--- config.mk ---
export PLATFORM = sky130hd
export DESIGN_NAME = hpeq_ram
export DESIGN_NICKNAME = d
export VERILOG_FILES = /design/src/rtl/hpeq_ram.sv
export SDC_FILE = /design/constraint.sdc
export NUM_CORES = 2
export LEC_CHECK = 0
export ABC_CLOCK_PERIOD_IN_PS = 2300
export BUFFER_PORTS_ARGS = -buffer_cell sky130_fd_sc_hd__buf_4
export CORE_ASPECT_RATIO = 0.7
export CORE_MARGIN = 2
export CORE_UTILIZATION = 41
export CTS_CLUSTER_SIZE = 40
export DETAILED_ROUTE_END_ITERATION = 7
export PLACE_DENSITY = 0.66
export SLEW_MARGIN = 20
export SYNTH_ARGS = -nofsm -noshare
export SYNTH_HDL_FRONTEND = slang
export SYNTH_SLANG_ARGS = --single-unit
--- constraint.sdc ---
create_clock -name clk -period 2.3 [get_ports clk]
set_clock_uncertainty 0.15 [all_clocks]
set_input_delay 0 -clock clk [delete_from_list [all_inputs] [get_ports clk]]
set_output_delay 0 -clock clk [all_outputs]
set_load 0.005 [all_outputs]
--- src/rtl/hpeq_ram.sv ---
// ----------------------------------------------------------------------------
// hpeq_ram
// Generic single-write, single-read RAM with registered read data.
// ----------------------------------------------------------------------------
module hpeq_ram #(
  parameter int WIDTH = 8,
  parameter int DEPTH = 256
) (
  input  logic                     clk,
  input  logic                     we,
  input  logic [$clog2(DEPTH)-1:0] waddr,
  input  logic [WIDTH-1:0]         wdata,
  input  logic [$clog2(DEPTH)-1:0] raddr,
  output logic [WIDTH-1:0]         rdata
);

  logic [WIDTH-1:0] mem [DEPTH];

  always_ff @(posedge clk) begin
    if (we) begin
      mem[waddr] <= wdata;
    end
    rdata <= mem[raddr];
  end

endmodule

==> impl_metrics.env <==
export IMPL_path_clk_slew_ps=60
export IMPL_timing_critical_path_buf_inv=1
export IMPL_final_layout_size_suffix_gt1_share_pct=33.18
export IMPL_max_stage_delay_ps=570
export IMPL_timing_max_transition_violations_final=0
export IMPL_detail_route_vias_per_cell=5.732
export IMPL_period_needed_ps=2396
export IMPL_max_freq_ghz=0.4173
export IMPL_synth_seq_area_share_pct=77.50
export IMPL_cts_sinks=2056
export IMPL_syn_mean_instance_area_um2=21.31
export IMPL_synthDominantAreaCellType="sky130_fd_sc_hd__edfxtp_1"
export IMPL_area_growth_syn_to_fin_pct=19.07
export IMPL_power_static_leakage_nw=30.61
export IMPL_setup_fix_buffers_added_after_clock_tree_synthesis=0
export IMPL_ys_async_sr_fraction_pct=0
export IMPL_place_hpwl_um=134600
export IMPL_cp_top_family="multiplexers"
export IMPL_postSynthCellCount=3733
export IMPL_worst_path_max_fanout=1
export IMPL_placeableCoreArea_um2=193100
export IMPL_p_per_area_nw_per_um2=800.6
export IMPL_cts_made_buffers=185
export IMPL_cell_with_the_largest_stage_delay_on_the_worst_path="sky130_fd_sc_hd__mux4_2"
export IMPL_cts_htree_levels=4
export IMPL_critical_path_startpoint="mem[67][0]$_DFFE_PP_"
export IMPL_antenna_left=0
export IMPL_global_route_wire_length_before_repair_um=293800
export IMPL_first_pass_iters=7
export IMPL_post_layout_instance_area_um2=94730
export IMPL_post_synth_edffs=2048
export IMPL_floorplan_initialDensity_pct=41.21
export IMPL_fin_hold_ws_ps=61.29
export IMPL_post_dp_cell_area_um2=88490
export IMPL_nNetsFinal=4522
export IMPL_fillerInstances=15380
export IMPL_synthesis_yosys_warnings=0
export IMPL_vdd_ir_drop_worst_mv=0.6661
export IMPL_globalplace_congestion=0.8959
export IMPL_final_min_period_over_clock_period_pct=104.2
export IMPL_wl_per_cell_um=28.44
export IMPL_dr_total_vias=41490
export IMPL_die_h_um=372.6
export IMPL_groute_usage_overall_pct=20.69
export IMPL_setup_viol=7
export IMPL_timing_worst_slew_pin_value_ps=902.1
export IMPL_critical_path_cell_chain="mux4_2 -> mux4_2 -> nor2b_4 -> nor4_4 -> buf_4 -> nor4_2"
export IMPL_worst_endpoint_required_ps=2860
export IMPL_worstHoldPathCells=2
export IMPL_layout_cells_most_common_list="sky130_fd_sc_hd__edfxtp_1 (2048), sky130_fd_sc_hd__buf_4 (681), sky130_fd_sc_hd__mux4_2 (454)"
export IMPL_path_common_cell="sky130_fd_sc_hd__mux4_2"
export IMPL_synthTopCellsByArea="sky130_fd_sc_hd__edfxtp_1 (77%), sky130_fd_sc_hd__mux4_2 (13%), sky130_fd_sc_hd__mux2i_1 (1.7%)"
export IMPL_beginning_of_the_worst_hold_path="wdata[4]"
export IMPL_grt_pass1_vias=40890
export IMPL_worstReg2RegEnd="rdata[0]$_DFF_P_"
export IMPL_dp_slack_ps=-938.8
export IMPL_post_route_worst_setup_slack_ps=-96.20
export IMPL_fp_dieW_um=530.5
export IMPL_routed_wl_um=205800
export IMPL_finalHoldViolations=0
export IMPL_path_class="reg -> reg"
export IMPL_ys_ff_latch=2056
export IMPL_clk_insertion_delay_late_ps=820
export IMPL_run_status="complete, but fails checks"
export IMPL_endpoint_of_the_worst_hold_path="mem[87][4]$_DFFE_PP_"
export IMPL_antenna_found_initial=4
export IMPL_root_buffer="sky130_fd_sc_hd__clkbuf_16"
export IMPL_post_synth_top_area_fraction_pct=77.30
export IMPL_critical_path_startpoint_type="register"
export IMPL_hp_class="in -> reg"
export IMPL_grt_overflow=0
export IMPL_netlist_area_um2=79560
export IMPL_slew_headroom_pct=39.86
export IMPL_cp_data_arrival_time_ps=2960
export IMPL_io_pin_count=34
export IMPL_grt_setup_unrepaired="true"
export IMPL_detail_route_iter0_violations=5835
export IMPL_syn_nets=3759
export IMPL_timing_reg2reg_worst_path_depth=6
export IMPL_io_buffers=33
export IMPL_failed_checks="setup timing"
export IMPL_leading_cell_type_in_the_layout_fill_and_taps_excluded="sky130_fd_sc_hd__edfxtp_1"
export IMPL_grt_max_degree=97
export IMPL_finish_utilization_pct=49.06
export IMPL_rr_startpoint="mem[67][0]$_DFFE_PP_"
export IMPL_max_cap_violations=0
export IMPL_die_area_um2=197600
export IMPL_ys_dominant_reg_cell="sky130_fd_sc_hd__edfxtp_1"
export IMPL_register_to_register_path_setup_slack_ps=-100
export IMPL_drc=0
export IMPL_rows=135
export IMPL_crit_path_end_kind="register"
export IMPL_ctsLongestPathBuffers=4
export IMPL_cts_tree="yes"
export IMPL_netlist_cell_type_count=55
[worst reg2reg max path, stage by stage, from the launching register on]
cell and delay [ps]:
sky130_fd_sc_hd__edfxtp_1 360, sky130_fd_sc_hd__mux4_2 500, sky130_fd_sc_hd__mux4_2 570, sky130_fd_sc_hd__nor2b_4 180
sky130_fd_sc_hd__nor4_4 300, sky130_fd_sc_hd__buf_4 190, sky130_fd_sc_hd__nor4_2 30
[timing repair]
item | CTS | global route
pin swaps | 12 | 6
gates resized for setup | 38 | 16
hold endpoints to repair | 3318 | 0
hold buffers | 26 | 0
endpoints found under the setup margin | 8 | 16
cloned | 0 | 0
[cell families (layout without fill, tap and decap cells)]
group | count (synthesis) | in the layout | share of synthesized area (%)
muxes | 591 | 591 | 14.62
and+or+nand+nor | 466 | 466 | 2.628
other | 0 | 3 | 0
DFF | 2056 | 2056 | 77.50
AOI/OAI and AO/OA | 385 | 385 | 3.419
buffers and inverters | 235 | 1134 | 1.831
[worst max-delay path by stage]
stage,endpoint,depth (start not counted)
after CTS,rdata[0]$_DFF_P_,6
final,rdata[0]$_DFF_P_,6
after global routing,rdata[5]$_DFF_P_,8
after detailed placement,rdata[0]$_DFF_P_,11
after floorplan,rdata[2]$_DFF_P_,9
after global placement,rdata[0]$_DFF_P_,11
[registers in the layout, summed over array words and instances (netlist names)]
signal	flops
mem	2048
rdata	8
[Yosys cell counts, drive strengths merged (16+ instances only)]
cell    number
a211oi      16
clkbuf     111
o22ai       28
nor2b       31
a21oi       96
nor2       282
nand2       33
edfxtp    2048
o221ai      47
mux4       456
nor4        27
nand3       34
buf        122
mux2i      134
nor3        22
a22oi      133
[layout make-up]
cell class / count / area, um2 / share of cell area (%)
antenna: 3 / 7.507 / 0.007925
clock buffer: 228 / 4811 / 5.079
clock inverter: 95 / 869.6 / 0.9180
inverter: 2 / 7.507 / 0.007925
multi-input combinational: 1442 / 16770 / 17.70
sequential: 2056 / 61660 / 65.09
tap: 2603 / 3257 / 3.438
timing repair buffer: 809 / 7345 / 7.753
[power by group]
| group | internal, mW | switching [mW] |
|---|---|---|
| Sequential | 41.3 | 0.0725 |
| Combinational | 1.92 | 2.73 |
| Clock | 16.5 | 13.3 |
[through the flow]
step,cells,power (mW),setup TNS (ps)
floorplan,3733,44.13,0
global placement,6886,46.60,-4622
detailed placement,6886,46.66,-4644
CTS,7235,76.24,-353.9
global route,7236,77.94,-916.2
finish,7238,75.84,-478.6
[per-layer routing]
metal	vias up	track usage [%]	routed length [um]
met5	-	0.3394	110
li1	17220	-	-
met3	260	7.742	28020
met4	4	4.310	3784
met1	21710	30.49	85200
met2	2299	29.26	88740
Power figures use the tool's default switching activity.
