`src/rtl/hpeq_pkg.sv`:
```
// ----------------------------------------------------------------------------
// hpeq_pkg
// Types and constants of the histogram percentile edge quantizer.
// ----------------------------------------------------------------------------
package hpeq_pkg;

  localparam int HIST_W   = 21;
  localparam int NBINS    = 256;
  localparam int BIN_AW   = 8;
  localparam int NBOUNDS  = 17;
  localparam int BND_W    = 10;
  localparam int SUM_W    = 29;
  localparam int A10_W    = 34;
  localparam int A100_W   = 36;
  localparam int NUM_W    = 10;
  localparam int DEN_W    = 5;

  localparam logic [HIST_W-1:0] HIST_MAX = {HIST_W{1'b1}};

  localparam logic [1:0] CMD_COUNT = 2'd0;
  localparam logic [1:0] CMD_FINAL = 2'd1;
  localparam logic [1:0] CMD_LABEL = 2'd2;

  localparam logic KIND_LABEL = 1'b0;
  localparam logic KIND_THRESH = 1'b1;

  typedef enum logic [4:0] {
    ST_CLR,
    ST_IDLE,
    ST_NOP,
    ST_CNT_RD,
    ST_CNT_WR,
    ST_SUM_RD,
    ST_SUM_AC,
    ST_CALC,
    ST_SCAN_RD,
    ST_SCAN_AC,
    ST_LOW,
    ST_DIV,
    ST_BND_INIT,
    ST_BND,
    ST_LAB_CMP,
    ST_LAB_ENC,
    ST_EMIT
  } hpeq_state_t;

  typedef struct packed {
    logic busy;
    logic done;
  } hpeq_div_stat_t;

endpackage

```
`src/rtl/hpeq_div.sv`:
```
// ----------------------------------------------------------------------------
// hpeq_div
// Restoring divider, one quotient bit per cycle, for the bound step size.
// ----------------------------------------------------------------------------
module hpeq_div
  import hpeq_pkg::*;
(
  input  logic             clk,
  input  logic             rst_n,
  input  logic             start,
  input  logic [NUM_W-1:0] num,
  input  logic [DEN_W-1:0] den,
  output logic [NUM_W-1:0] quot,
  output hpeq_div_stat_t   stat
);

  logic [NUM_W-1:0] quot_r;
  logic [NUM_W-1:0] shf_r;
  logic [DEN_W-1:0] rem_r;
  logic [DEN_W-1:0] den_r;
  logic [3:0]       cnt_r;
  logic             busy_r;
  logic             done_r;
  logic [DEN_W:0]   trial;
  logic             fits;

  assign trial = {rem_r, shf_r[NUM_W-1]};
  assign fits  = trial >= {1'b0, den_r};

  always_ff @(posedge clk) begin
    if (!rst_n) begin
      busy_r <= 1'b0;
      done_r <= 1'b0;
      cnt_r  <= '0;
    end else begin
      done_r <= 1'b0;
      if (start) begin
        busy_r <= 1'b1;
        cnt_r  <= '0;
      end else if (busy_r) begin
        cnt_r <= cnt_r + 4'd1;
        if (cnt_r == 4'(NUM_W - 1)) begin
          busy_r <= 1'b0;
          done_r <= 1'b1;
        end
      end
    end
  end

  always_ff @(posedge clk) begin
    if (start) begin
      shf_r  <= num;
      den_r  <= den;
      rem_r  <= '0;
      quot_r <= '0;
    end else if (busy_r) begin
      shf_r  <= {shf_r[NUM_W-2:0], 1'b0};
      rem_r  <= fits ? DEN_W'(trial - {1'b0, den_r}) : trial[DEN_W-1:0];
      quot_r <= {quot_r[NUM_W-2:0], fits};
    end
  end

  assign quot      = quot_r;
  assign stat.busy = busy_r;
  assign stat.done = done_r;

endmodule

```
`config.mk`:
```
export PLATFORM = sky130hd
export DESIGN_NAME = hpeq_div
export DESIGN_NICKNAME = d
export VERILOG_FILES = /design/src/rtl/hpeq_pkg.sv /design/src/rtl/hpeq_div.sv
export SDC_FILE = /design/constraint.sdc
export NUM_CORES = 1
export LEC_CHECK = 0
export ABC_AREA = 1
export BUFFER_PORTS_ARGS = -buffer_cell sky130_fd_sc_hd__buf_4
export CORE_MARGIN = 3
export CORE_UTILIZATION = 45
export CTS_BUF_LIST = sky130_fd_sc_hd__clkbuf_8 sky130_fd_sc_hd__clkbuf_16
export CTS_CLUSTER_SIZE = 20
export DETAILED_ROUTE_END_ITERATION = 16
export GPL_ROUTABILITY_DRIVEN = 0
export PLACE_DENSITY = 0.64
export SYNTH_ARGS = -nofsm -noshare
export SYNTH_HDL_FRONTEND = slang
export SYNTH_SLANG_ARGS = --single-unit
```
`constraint.sdc`:
```
create_clock -name clk -period 4.35 [get_ports clk]
set_clock_uncertainty 0.15 [all_clocks]
set_input_delay 0.2175 -clock clk [delete_from_list [all_inputs] [get_ports clk]]
set_output_delay 0.2175 -clock clk [all_outputs]
set_load 0.02 [all_outputs]
```
==> summary.md <==
| Metric | Value |
|---|---|
| Die width | `66.6 microns` |
| Most used DFF post-synth | `dfxtp_1` |
| Number of remaining DRC errors | `0` |
| Status | `complete, no violations` |
| Largest net degree at the start of global routing | `21` |
| Port Buf Inserts | `29` |
| Post-CTS setup buffer count | `0` |
| Syn Inst Count | `191` |
| TritonRoute pass-1 iters | `4` |
| Total global routing track utilization | `15.4%` |
| Worst relative slew slack | `70.3%` |
| Initial antenna violation count | `0` |
| Setup crit end kind | `flop` |
| TNS Setup | `0 ns` |
| Top-level port count | `30` |
| WS Path Type | `flop to flop` |
| Hold slack | `0.0316 ns` |
| Synthesized flop and latch total | `36` |
| Syn-to-layout area delta | `26.7%` |
| Final period util | `44.8%` |
| First-pass GRT wire length | `5180 microns` |
| Initial core utilization | `48.1%` |
| Mapped Avg Cell Area | `8.66 sq um` |
| Vias in the first global route | `1186` |
| Top-count cell post-synth | `nand2_1` |
| Startpoint types | `flop` |
| PostCTS Resize Cnt | `0` |
| 1st-iter DRT viols | `69` |
| CTS buffer count | `5` |
| Antenna diodes | `0` |
| Max Cap Viol | `0` |
| Net count, final | `253` |
| Core area | `3440 sq um` |
| Vias post-DR | `1284` |
| Max VDD drop | `0.000245 V` |
| Synth warn | `0` |
| CP required | `4.37 ns` |
| CTS sink cnt | `36` |
| Mapped cell area | `1650 sq um` |
| CTS root buf | `clkbuf_8` |
| Die Y | `66.6 microns` |
| CP max FO | `6` |
| Max Fclk | `0.513 GHz` |
| Cell Rows | `21` |
| PwrDens | `415 nW/um^2` |
| Final worst slack | `2.40 ns` |
| Layout cells sized above 1 | `21.9%` |
| Yosys top cell by area | `edfxtp_1` |
| Post-DP HPWL | `2220 microns` |
| CTS tree | `yes` |
| Actual slew at the worst max-slew pin | `0.445 ns` |
| DRT Wirelength | `2940 microns` |
| Cts hold-fix bufs | `5` |
| Final hold vios | `0` |
| Crit path time final | `1.95 ns` |
| Final Util | `60.9%` |
| Routed WL per cell | `10.7 microns` |
| H-Tree Depth | `2` |
| Most frequent cells after synthesis | `56 x nand2_1, 30 x inv_1, 21 x dfxtp_1` |
| GRT overflow | `0` |
| Setup Viol. Count Final | `0` |
| Antenna Violating Nets Remaining | `0` |
| Sequential area share after synthesis | `52.6%` |
| Hold Path Class | `input pin to flop` |
| Clk_lat worst skew | `0.28 ns` |
| Die area | `4440 sq um` |
| Post-synth EDFFs | `15` |
| Dominant cells by area after synthesis | `edfxtp_1 27%, dfxtp_1 25%, nand2_1 13%` |
| RSZ-0062 raised after global routing | `false` |
| Async S/R FF share, synth | `0%` |
| Share of the synthesized area in the top cell type | `27.2%` |
| Syn_nets | `217` |
| Clock Tree Buf Depth | `2` |
| Leakage | `0.000988 uW` |
| Yosys cell types | `24` |
| Final Max Slew Viols | `0` |
| CP arrival | `1.96 ns` |
| DR vias/cell | `4.69` |
| Clk pin slew, worst setup/hold paths | `0.07 ns` |
| Placement Setup Slack | `2.39 ns` |
==> cell families (layout without fill, tap and decap cells) <==
kind of cell | Yosys count | count (layout) | synth area share [%]
simple gates | 82 | 82 | 21.8
buf+inv | 39 | 76 | 9.76
flops | 36 | 36 | 52.6
compound gates | 26 | 26 | 9.30
fa+ha+maj | 8 | 8 | 6.51
==> through the flow <==
| stage | total power (uW) | std cells | area, sq um |
|---|---|---|---|
| after detailed placement | 516 | 261 | 1900 |
| final | 870 | 274 | 2100 |
| after floorplan | 479 | 191 | 1650 |
| after CTS | 878 | 274 | 2100 |
| after global placement | 511 | 261 | 1900 |
| after global routing | 915 | 274 | 2100 |
==> placed cells by master, fill, tap and decap left out <==
cell type / instances
nand3_1: 6
ha_1: 7
nand2_1: 56
a21oi_1: 7
inv_1: 30
nor2_4: 3
o21ai_1: 2
edfxtp_1: 15
o21a_1: 2
nor3_1: 2
nand2_2: 2
inv_2: 3
dfxtp_1: 21
clkbuf_16: 2
nand3_2: 2
o21ai_0: 5
clkinv_2: 1
buf_4: 29
clkbuf_8: 5
nand4_1: 1
o211ai_1: 1
bufinv_16: 1
fa_1: 1
dlygate4sd3_1: 5
o22ai_1: 7
nor2_1: 10
o21ai_2: 2
==> worst paths after layout <==
check                           startpoint  endpoint  slack (ns)  depth (start not counted)
worst max-delay path              shf_r[9]  rem_r[0]        2.40                         12
worst min-delay path                 rst_n    busy_r        0.03                          3
worst max register to register    shf_r[9]  rem_r[0]        2.40                         12
worst min register to register    rem_r[4]  rem_r[4]        0.32                          2
==> routing by layer <==
layer	wire [microns]	track usage [%]
met1	1390	20.0
met2	1360	24.1
met3	149	5.23
met4	35	4.57
met5	0	0
==> power by group <==
part           switching (uW)  total [uW]  internal, uW
registers                12.3         388           375
clock network             118         359           240
logic                    72.7         124          51.0
==> layout make-up <==
| class | count | area, sq um |
|---|---|---|
| Multi-Input combinational cell | 116 | 622 |
| Inverter | 34 | 129 |
| Clock buffer | 7 | 119 |
| Timing Repair Buffer | 34 | 268 |
| Tap cell | 46 | 57.6 |
| Sequential cell | 36 | 871 |
| Fill cell | 319 | 1350 |
| Clock inverter | 1 | 30.0 |
==> flip-flops by register name (all words and copies together), names as in the netlist <==
register	count
cnt_r	4
done_r	1
quot	10
rem_r	5
den_r	5
shf_r	10
busy_r	1
==> critical path: stages, from the launching register on <==
cell and delay [ns]:
edfxtp_1 0.36, inv_1 0.09, ha_1 0.15, inv_1 0.06, fa_1 0.39, inv_1 0.09
nand2_1 0.06, nand3_2 0.09, clkinv_2 0.07, nor2_4 0.13, nand2_1 0.07, nand3_1 0.06
o21ai_1 0.06
No activity file was read; power rests on OpenSTA's default activity.
